`src/hw/rtl/assert_macros.svh`:
```
// Assertion macros shared by the RTP receiver statistics RTL.
`ifndef ASSERT_MACROS_SVH
`define ASSERT_MACROS_SVH
`ifndef SYNTHESIS
// Same-cycle implication, disabled while reset is asserted.
`define RTPS_ASSERT_IMP(lbl, clk, rstn, ante, cons, msg) \
    lbl: assert property (@(posedge clk) disable iff (!(rstn)) (ante) |-> (cons)) \
        else $error(msg);
// Next-cycle implication, disabled while reset is asserted.
`define RTPS_ASSERT_NXT(lbl, clk, rstn, ante, cons, msg) \
    lbl: assert property (@(posedge clk) disable iff (!(rstn)) (ante) |=> (cons)) \
        else $error(msg);
`else
`define RTPS_ASSERT_IMP(lbl, clk, rstn, ante, cons, msg)
`define RTPS_ASSERT_NXT(lbl, clk, rstn, ante, cons, msg)
`endif
`endif

```
`src/hw/rtl/rtpstat_pkg.sv`:
```
// Package with shared types and constants for the RTP receiver statistics block.
`default_nettype none

package rtpstat_pkg;

    // Reset value of the report interval register.
    localparam logic [7:0] REPORT_RESET = 8'd5;

    // Largest interarrival time in ms kept for the jitter filter.
    localparam logic [23:0] IA_MAX = 24'hFF_FFFF;

    // Loss scale factor (tenths of a percent) and its saturation limit.
    localparam logic [9:0]         LOSS_SCALE = 10'd1000;
    localparam logic signed [10:0] LOSS_LIMIT = 11'sd1000;

    // Number of shared divider steps, one bit of the 32-bit dividends per step.
    localparam int unsigned DIV_STEPS = 32;
    localparam int unsigned STEP_W    = $clog2(DIV_STEPS);

    // Controller states.
    typedef enum logic [2:0] {
        ST_IDLE,
        ST_PREP,
        ST_MULT,
        ST_DIV,
        ST_DONE
    } state_t;

    // Commands from the controller to the datapath.
    typedef struct packed {
        logic accept;
        logic prep;
        logic mult;
        logic step;
        logic out_load;
    } cmd_t;

endpackage

`default_nettype wire

```
`src/hw/rtl/rtpstat_datapath.sv`:
```
// Datapath: packet state, jitter filter, loss divider and report remainder.
`default_nettype none

module rtpstat_datapath
    import rtpstat_pkg::*;
(
    input  wire                aclk,
    input  wire                aresetn,
    input  cmd_t               cmd,
    input  wire                cfg_valid,
    input  wire  [7:0]         cfg_data,
    input  wire                s_seq_valid,
    input  wire  [30:0]        s_seq_number,
    input  wire  [47:0]        s_send_time_ms,
    input  wire  [47:0]        s_recv_time_ms,
    input  wire  [47:0]        s_arrival_ms,
    output logic signed [48:0] m_delay_ms,
    output logic signed [10:0] m_loss_tenths,
    output logic [31:0]        m_jitter_q8,
    output logic [30:0]        m_seq_echo,
    output logic               m_report_due
);

    // Control state, cleared by reset except the report interval (set to REPORT_RESET).
    logic [7:0]  interval_reg, interval_next;
    logic        have_last_reg, have_last_next;
    logic [30:0] last_seq_reg, last_seq_next;
    logic [31:0] expected_reg, expected_next;
    logic [31:0] received_reg, received_next;
    logic [31:0] jitter_reg, jitter_next;
    logic [47:0] last_arr_reg, last_arr_next;

    // Per-packet working registers.
    logic [48:0] delay_reg;
    logic [23:0] ia_reg;
    logic        jit_en_reg;
    logic [32:0] dabs_reg;
    logic [31:0] mag_reg;
    logic        neg_reg;
    logic        sat_reg;
    logic        zero_reg;
    logic [31:0] lrem_reg;
    logic [31:0] lnum_reg;
    logic [9:0]  quot_reg;
    logic [7:0]  mrem_reg;
    logic [31:0] mnum_reg;

    // Combinational helpers.
    logic [47:0] arr_diff;
    logic [23:0] ia_sat;
    logic [32:0] loss_diff;
    logic [31:0] loss_mag;
    logic [32:0] jit_diff;
    logic [32:0] jit_abs;
    logic signed [33:0] jit_t;
    logic signed [33:0] jit_step;
    logic [41:0] product;
    logic [32:0] lrem_sh;
    logic [32:0] lrem_sub;
    logic [8:0]  mrem_sh;
    logic [8:0]  mrem_sub;
    logic signed [10:0] loss_val;

    // Interarrival time, clipped to zero when time goes backwards and saturated.
    always_comb begin
        arr_diff = s_arrival_ms - last_arr_reg;
        if (s_arrival_ms < last_arr_reg) begin
            ia_sat = '0;
        end else if (arr_diff > {24'd0, IA_MAX}) begin
            ia_sat = IA_MAX;
        end else begin
            ia_sat = arr_diff[23:0];
        end
    end

    // Loss difference magnitude and jitter distance for the prep step.
    always_comb begin
        loss_diff = {1'b0, expected_reg} - {1'b0, received_reg};
        loss_mag  = loss_diff[32] ? (~loss_diff[31:0] + 32'd1) : loss_diff[31:0];
        jit_diff  = {1'b0, ia_reg, 8'd0} - {1'b0, jitter_reg};
        jit_abs   = jit_diff[32] ? (~jit_diff + 33'd1) : jit_diff;
    end

    // Jitter step (d - j) / 16 truncated toward zero, and the loss numerator.
    always_comb begin
        jit_t    = $signed({1'b0, dabs_reg}) - $signed({2'b00, jitter_reg});
        jit_step = jit_t[33] ? ((jit_t + 34'sd15) >>> 4) : (jit_t >>> 4);
        product  = {10'd0, mag_reg} * {32'd0, LOSS_SCALE};
    end

    // One restoring step each for the loss quotient and the report remainder.
    always_comb begin
        lrem_sh  = {lrem_reg, lnum_reg[31]};
        lrem_sub = lrem_sh - {1'b0, expected_reg};
        mrem_sh  = {mrem_reg, mnum_reg[31]};
        mrem_sub = mrem_sh - {1'b0, interval_reg};
    end

    // Final loss value with zero and saturation handling.
    always_comb begin
        if (zero_reg) begin
            loss_val = '0;
        end else if (sat_reg) begin
            loss_val = neg_reg ? -LOSS_LIMIT : LOSS_LIMIT;
        end else if (neg_reg) begin
            loss_val = -$signed({1'b0, quot_reg});
        end else begin
            loss_val = $signed({1'b0, quot_reg});
        end
    end

    // Next values of the control state.
    always_comb begin
        interval_next  = interval_reg;
        have_last_next = have_last_reg;
        last_seq_next  = last_seq_reg;
        expected_next  = expected_reg;
        received_next  = received_reg;
        jitter_next    = jitter_reg;
        last_arr_next  = last_arr_reg;
        if (cfg_valid) begin
            interval_next = cfg_data;
        end
        if (cmd.accept) begin
            received_next = received_reg + 32'd1;
            if (!have_last_reg) begin
                expected_next = 32'd1;
            end else if (s_seq_valid && (s_seq_number > last_seq_reg)) begin
                expected_next = expected_reg + {1'b0, s_seq_number - last_seq_reg};
            end
            last_arr_next  = s_arrival_ms;
            have_last_next = s_seq_valid;
            last_seq_next  = s_seq_valid ? s_seq_number : '0;
        end
        if (cmd.mult && jit_en_reg) begin
            jitter_next = jitter_reg + jit_step[31:0];
        end
    end

    // Control state registers.
    always_ff @(posedge aclk) begin
        if (!aresetn) begin
            interval_reg  <= REPORT_RESET;
            have_last_reg <= 1'b0;
            last_seq_reg  <= '0;
            expected_reg  <= '0;
            received_reg  <= '0;
            jitter_reg    <= '0;
            last_arr_reg  <= '0;
        end else begin
            interval_reg  <= interval_next;
            have_last_reg <= have_last_next;
            last_seq_reg  <= last_seq_next;
            expected_reg  <= expected_next;
            received_reg  <= received_next;
            jitter_reg    <= jitter_next;
            last_arr_reg  <= last_arr_next;
        end
    end

    // Working registers, stepped by the controller commands.
    always_ff @(posedge aclk) begin
        if (cmd.accept) begin
            delay_reg  <= {1'b0, s_recv_time_ms} - {1'b0, s_send_time_ms};
            ia_reg     <= ia_sat;
            jit_en_reg <= have_last_reg;
        end
        if (cmd.prep) begin
            dabs_reg <= jit_abs;
            mag_reg  <= loss_mag;
            neg_reg  <= loss_diff[32];
            sat_reg  <= (loss_mag >= expected_reg);
            zero_reg <= (expected_reg == 32'd0);
        end
        if (cmd.mult) begin
            lrem_reg <= {22'd0, product[41:32]};
            lnum_reg <= product[31:0];
            quot_reg <= '0;
            mrem_reg <= '0;
            mnum_reg <= received_reg;
        end
        if (cmd.step) begin
            lnum_reg <= {lnum_reg[30:0], 1'b0};
            mnum_reg <= {mnum_reg[30:0], 1'b0};
            if (!lrem_sub[32]) begin
                lrem_reg <= lrem_sub[31:0];
                quot_reg <= {quot_reg[8:0], 1'b1};
            end else begin
                lrem_reg <= lrem_sh[31:0];
                quot_reg <= {quot_reg[8:0], 1'b0};
            end
            mrem_reg <= mrem_sub[8] ? mrem_sh[7:0] : mrem_sub[7:0];
        end
    end

    // Output register, loaded once the result slot is free.
    always_ff @(posedge aclk) begin
        if (cmd.out_load) begin
            m_delay_ms    <= $signed(delay_reg);
            m_loss_tenths <= loss_val;
            m_jitter_q8   <= jitter_reg;
            m_seq_echo    <= last_seq_reg;
            m_report_due  <= (interval_reg != 8'd0) && (mrem_reg == 8'd0);
        end
    end

endmodule

`default_nettype wire

```
`src/hw/rtl/rtpstat_ctrl.sv`:
```
// Controller: packet sequencing state machine and output beat handshake.
`default_nettype none
`include "assert_macros.svh"

module rtpstat_ctrl
    import rtpstat_pkg::*;
(
    input  wire   aclk,
    input  wire   aresetn,
    input  wire   s_valid,
    output logic  s_ready,
    output logic  m_valid,
    input  wire   m_ready,
    output cmd_t  cmd
);

    state_t              state_reg, state_next;
    logic [STEP_W-1:0]   step_cnt_reg, step_cnt_next;
    logic                m_valid_reg, m_valid_next;
    logic                slot_free;

    localparam logic [STEP_W-1:0] LAST_STEP = STEP_W'(DIV_STEPS - 1);

    assign slot_free = !m_valid_reg || m_ready;

    // Next state.
    always_comb begin
        state_next = state_reg;
        case (state_reg)
            ST_IDLE: begin
                if (s_valid) begin
                    state_next = ST_PREP;
                end
            end
            ST_PREP: begin
                state_next = ST_MULT;
            end
            ST_MULT: begin
                state_next = ST_DIV;
            end
            ST_DIV: begin
                if (step_cnt_reg == LAST_STEP) begin
                    state_next = ST_DONE;
                end
            end
            ST_DONE: begin
                if (slot_free) begin
                    state_next = ST_IDLE;
                end
            end
            default: begin
                state_next = ST_IDLE;
            end
        endcase
    end

    // Commands and handshake outputs.
    always_comb begin
        cmd           = '0;
        s_ready       = 1'b0;
        step_cnt_next = '0;
        case (state_reg)
            ST_IDLE: begin
                s_ready    = 1'b1;
                cmd.accept = s_valid;
            end
            ST_PREP: begin
                cmd.prep = 1'b1;
            end
            ST_MULT: begin
                cmd.mult = 1'b1;
            end
            ST_DIV: begin
                cmd.step      = 1'b1;
                step_cnt_next = step_cnt_reg + STEP_W'(1);
            end
            ST_DONE: begin
                cmd.out_load = slot_free;
            end
            default: begin
                cmd = '0;
            end
        endcase
    end

    // Output beat valid: set on a load, cleared when the beat is taken.
    always_comb begin
        m_valid_next = m_valid_reg;
        if (cmd.out_load) begin
            m_valid_next = 1'b1;
        end else if (m_ready) begin
            m_valid_next = 1'b0;
        end
    end

    assign m_valid = m_valid_reg;

    always_ff @(posedge aclk) begin
        if (!aresetn) begin
            state_reg    <= ST_IDLE;
            step_cnt_reg <= '0;
            m_valid_reg  <= 1'b0;
        end else begin
            state_reg    <= state_next;
            step_cnt_reg <= step_cnt_next;
            m_valid_reg  <= m_valid_next;
        end
    end

    // An accepted beat always starts the prep step.
    `RTPS_ASSERT_NXT(a_accept_prep, aclk, aresetn, s_valid && s_ready, state_reg == ST_PREP, "accept did not start prep")
    // The divider runs all its steps before the result is ready.
    `RTPS_ASSERT_NXT(a_div_done, aclk, aresetn, (state_reg == ST_DIV) && (step_cnt_reg == LAST_STEP), state_reg == ST_DONE, "divider did not finish")
    // Each division starts with a cleared step count.
    `RTPS_ASSERT_IMP(a_div_start, aclk, aresetn, (state_reg == ST_MULT), step_cnt_reg == '0, "step count not cleared")
    // A new result beat only appears after the done state.
    `RTPS_ASSERT_IMP(a_valid_src, aclk, aresetn, $rose(m_valid), $past(state_reg) == ST_DONE, "result beat without done")

endmodule

`default_nettype wire

```
`src/hw/rtl/rtp_receiver_statistics.sv`:
```
// A result beat follows its accepted input beat through the prep, multiply, divide
// and done states; the 32-step shared restoring divider (loss quotient and report
// remainder) runs in the divide state. No new input beat is taken until the
// previous result is loaded into the output register, which waits for a free slot.
// Reset (aresetn low, synchronous) clears all counts, the jitter and the result
// valid, and sets the report interval to 5.
`default_nettype none

module rtp_receiver_statistics
    import rtpstat_pkg::*;
(
    input  wire                aclk,
    input  wire                aresetn,
    input  wire                cfg_valid,
    output logic               cfg_ready,
    input  wire  [7:0]         cfg_data,
    input  wire                s_valid,
    output logic               s_ready,
    input  wire                s_seq_valid,
    input  wire  [30:0]        s_seq_number,
    input  wire  [47:0]        s_send_time_ms,
    input  wire  [47:0]        s_recv_time_ms,
    input  wire  [47:0]        s_arrival_ms,
    output logic               m_valid,
    input  wire                m_ready,
    output logic signed [48:0] m_delay_ms,
    output logic signed [10:0] m_loss_tenths,
    output logic [31:0]        m_jitter_q8,
    output logic [30:0]        m_seq_echo,
    output logic               m_report_due
);

    cmd_t cmd;

    // The interval register takes a write beat in any cycle.
    assign cfg_ready = 1'b1;

    rtpstat_ctrl u_ctrl (
        .aclk    (aclk),
        .aresetn (aresetn),
        .s_valid (s_valid),
        .s_ready (s_ready),
        .m_valid (m_valid),
        .m_ready (m_ready),
        .cmd     (cmd)
    );

    rtpstat_datapath u_datapath (
        .aclk           (aclk),
        .aresetn        (aresetn),
        .cmd            (cmd),
        .cfg_valid      (cfg_valid),
        .cfg_data       (cfg_data),
        .s_seq_valid    (s_seq_valid),
        .s_seq_number   (s_seq_number),
        .s_send_time_ms (s_send_time_ms),
        .s_recv_time_ms (s_recv_time_ms),
        .s_arrival_ms   (s_arrival_ms),
        .m_delay_ms     (m_delay_ms),
        .m_loss_tenths  (m_loss_tenths),
        .m_jitter_q8    (m_jitter_q8),
        .m_seq_echo     (m_seq_echo),
        .m_report_due   (m_report_due)
    );

endmodule

`default_nettype wire
```
`config.mk`:
```
export PLATFORM = sky130hd
export DESIGN_NAME = rtp_receiver_statistics
export DESIGN_NICKNAME = d
export VERILOG_FILES = /design/src/hw/rtl/rtpstat_pkg.sv /design/src/hw/rtl/rtpstat_datapath.sv /design/src/hw/rtl/rtpstat_ctrl.sv /design/src/hw/rtl/rtp_receiver_statistics.sv
export VERILOG_INCLUDE_DIRS = /design/src /design/src/hw/rtl
export SDC_FILE = /design/constraint.sdc
export NUM_CORES = 2
export LEC_CHECK = 0
export BUFFER_PORTS_ARGS = -buffer_cell sky130_fd_sc_hd__buf_4
export CORE_ASPECT_RATIO = 1.2
export CORE_UTILIZATION = 42
export DETAILED_ROUTE_END_ITERATION = 16
export SYNTH_ARGS = -nofsm -noshare
export SYNTH_HDL_FRONTEND = slang
export SYNTH_SLANG_ARGS = --single-unit
```
`constraint.sdc`:
```
create_clock -name aclk -period 8.1 [get_ports aclk]
set_input_delay 0.405 -clock aclk [delete_from_list [all_inputs] [get_ports aclk]]
set_output_delay 0.405 -clock aclk [all_outputs]
set_load 0.1 [all_outputs]
```
==> flow_summary.json <==
{
  "status": "completed",
  "syn_nets": 5673,
  "fp-row-count": 130,
  "dominantRegCellSynth": "edfxtp_1",
  "synth_area_mm2": 0.0449,
  "maxSlewViolCount": 0,
  "period_minus_slack_ns": 7.31,
  "firstDrtPassIters": 6,
  "grt_overflow": 0,
  "timing.final.crit_share_pct": 90.3,
  "layout_commonest_cell": "a21oi_1",
  "async_reset_ff_share_pct": 0,
  "start_util_pct": 42.6,
  "synthCells": 4916,
  "synth_edf_count": 376,
  "ir_drop_mv": 0.417,
  "dp_worst_setup_slack_ns": 0.862,
  "setup_viol_count_final": 0,
  "grt_pass1_vias": 36100,
  "nFillCells": 9961,
  "drive_gt1_share_pct": 9.72,
  "dpl.hpwl_um": 90900,
  "clkSinkCount": 570,
  "final_nets": 5990,
  "multiInputGateArea_mm2": 0.0277,
  "yosys_warnings": 0,
  "cap_violations": 0,
  "final_util_pct": 48.9,
  "synth.top_cell.area_share_pct": 25.2,
  "die-area_mm2": 0.108,
  "rsz0062_at_grt": "no",
  "cp_max_fo": 11,
  "synth_area_leaders": "edfxtp_1, ha_1, dfxtp_1, xnor2_1, fa_1",
  "p_total_w": 0.0189,
  "fin_setup_tns_ns": 0,
  "wl_um": 117000,
  "fmax_ghz": 0.137,
  "worst_pin_slew_ns": 1.16,
  "gp_congestion": 0.898,
  "ant_nets": 0,
  "vias_per_cell": 5.47,
  "skew_ns": 0.0287,
  "endpoint_kind": "flip-flop",
  "hold_class": "in2reg",
  "vias": 36500,
  "powerDensity_mw_per_mm2": 367,
  "cts_inserted_buffers": 68,
  "dieHeight_um": 360,
  "io_buffers": 314,
  "wl_per_cell_um": 17.6,
  "route.detailed.drc": 0,
  "hold_violations": 0,
  "cts-root-buf": "clkbuf_16",
  "path_class": "reg2reg",
  "io_pins": 316,
  "required_ns": 8.66,
  "clock_path_buffers": 3,
  "relSlewSlack_pct": 22.9,
  "critPathArrivalTime_ns": 7.88,
  "seq_area_frac_synth_pct": 33.8,
  "ys_ff_latch": 570,
  "areaGrowthSynthToFinish_pct": 14.8,
  "worst_slack_ns": 0.785,
  "grt_pass1_wl_um": 188000,
  "antenna_found_initial": 6,
  "cts_tree": "built",
  "die_w_um": 300,
  "syn_area_per_cell_um2": 9.13,
  "crit_path_start_kind": "flip-flop",
  "yosysTopAreaCell": "edfxtp_1",
  "final_cell_mix": "a21oi_1, nand2_1, ha_1",
  "grt_start_max_net_pins": 103,
  "seq_area_mm2": 0.0152,
  "ctsResizeCount": 0,
  "synthDistinctLibCells": 106,
  "clock_latency_ns": 0.65,
  "p_leak_nw": 21.0,
  "core-area_mm2": 0.105,
  "drt-initial-drc-count": 1934,
  "path_clk_slew_ns": 0.06,
  "grt.total_usage_pct": 21.4,
  "cts_max_level": 3
}
## metrics by stage
stage          instance area, µm²  hold slack, ns  instances
4_1_cts                     51500         0.00126       6674
6_report                    51500          0.0432       6678
3_3_place_gp                48600           0.401       6494
3_5_place_dp                48600           0.406       6494
5_1_grt                     51500          0.0273       6678
2_1_floorplan               44900           0.400       4916
## Yosys cell counts, drive strengths merged (21+ instances only)
cell type  count
a211oi        39
a21o         174
a21oi        476
a22oi         28
a31oi         44
and2          33
and3          59
buf           27
clkbuf       118
dfxtp        194
edfxtp       376
fa           127
ha           441
inv          382
mux2i         83
nand2        475
nand2b        59
nand3        129
nand4         54
nor2         347
nor2b         56
nor3          83
nor4          42
o211ai        26
o21a          40
o21ai        247
o21bai        44
o31ai         32
or2           21
or3           34
xnor2        301
xor2         116
## report_power, final
group	leakage, nW	switching [W]	internal (W)
sequential	5.12	0.000229	0.00390
combinational	14.7	0.00656	0.00507
clock	1.12	0.00130	0.00185
## path summary, 6_finish.rpt
path / from / end / slack (ns) / depth (start not counted)
worst min register to register: u_datapath.delay_reg[28]$_DFFE_PP_ / u_datapath.m_delay_ms[28]$_DFFE_PP_ / 0.42 / 0
worst max-delay path: u_datapath.jitter_reg[0]$_SDFFE_PN0P_ / u_datapath.jitter_reg[31]$_SDFFE_PN0P_ / 0.79 / 26
worst max register to register: u_datapath.jitter_reg[0]$_SDFFE_PN0P_ / u_datapath.jitter_reg[31]$_SDFFE_PN0P_ / 0.79 / 26
worst min-delay path: s_arrival_ms[39] / u_datapath.last_arr_reg[39]$_SDFFE_PN0P_ / 0.04 / 3
## layout make-up
| cell class | instances | share of cell area (%) |
|---|---|---|
| multi-input cells | 3818 | 53.8 |
| diodes | 4 | 0.0194 |
| clock buffers | 90 | 3.72 |
| repair buffers | 392 | 5.98 |
| flip-flops and latches | 570 | 29.5 |
| clock inverters | 35 | 0.792 |
| well taps | 1386 | 3.37 |
| inverters | 383 | 2.82 |
## kinds of logic (layout without fill, tap and decap cells)
| family | Yosys count | in the layout | synth area share [%] |
|---|---|---|---|
| other | 1 | 5 | 0.00836 |
| flip-flops | 570 | 570 | 33.8 |
| AND/OR/NAND/NOR | 1442 | 1442 | 15.3 |
| AO/OA/AOI/OAI | 1302 | 1302 | 18.3 |
| XOR/XNOR | 417 | 417 | 8.16 |
| buffers and inverters | 528 | 900 | 4.51 |
| multiplexers | 87 | 87 | 1.95 |
| adder cells (fa/ha/maj) | 569 | 569 | 18.0 |
## worst max-delay path, stage by stage, from the launching register on
cell       delay (ns)
dfxtp_1          0.52
ha_1             0.23
inv_1            0.05
fa_1             0.42
a211oi_1         0.38
o211ai_2         0.21
a41oi_1          0.38
o311ai_1         0.20
a41oi_1          0.36
xnor2_1          0.21
nor2b_1          0.27
and4b_1          0.39
nand3_1          0.19
nor2b_1          0.20
ha_1             0.35
a21oi_1          0.17
o21ai_0          0.23
a2111o_1         0.46
a21oi_1          0.42
nor4_1           0.14
a311o_1          0.42
nand2_1          0.09
o2111ai_1        0.13
a41oi_1          0.26
xor2_1           0.11
or3_1            0.32
a21oi_1          0.14
## routing by layer
layer / global-route usage (%) / routed length [µm]
met1: 27.1 / 52000
met3: 4.21 / 6680
met2: 36.4 / 56000
met4: 6.62 / 2610
met5: 0 / 23
## what timing repair did
action | 4_1_cts | 5_1_grt
hold endpoints to repair | 55 | 0
setup buffers | 0 | 0
endpoints found under the setup margin | 0 | 0
hold buffers | 55 | 0
No activity file was read; power rests on OpenSTA's default activity.
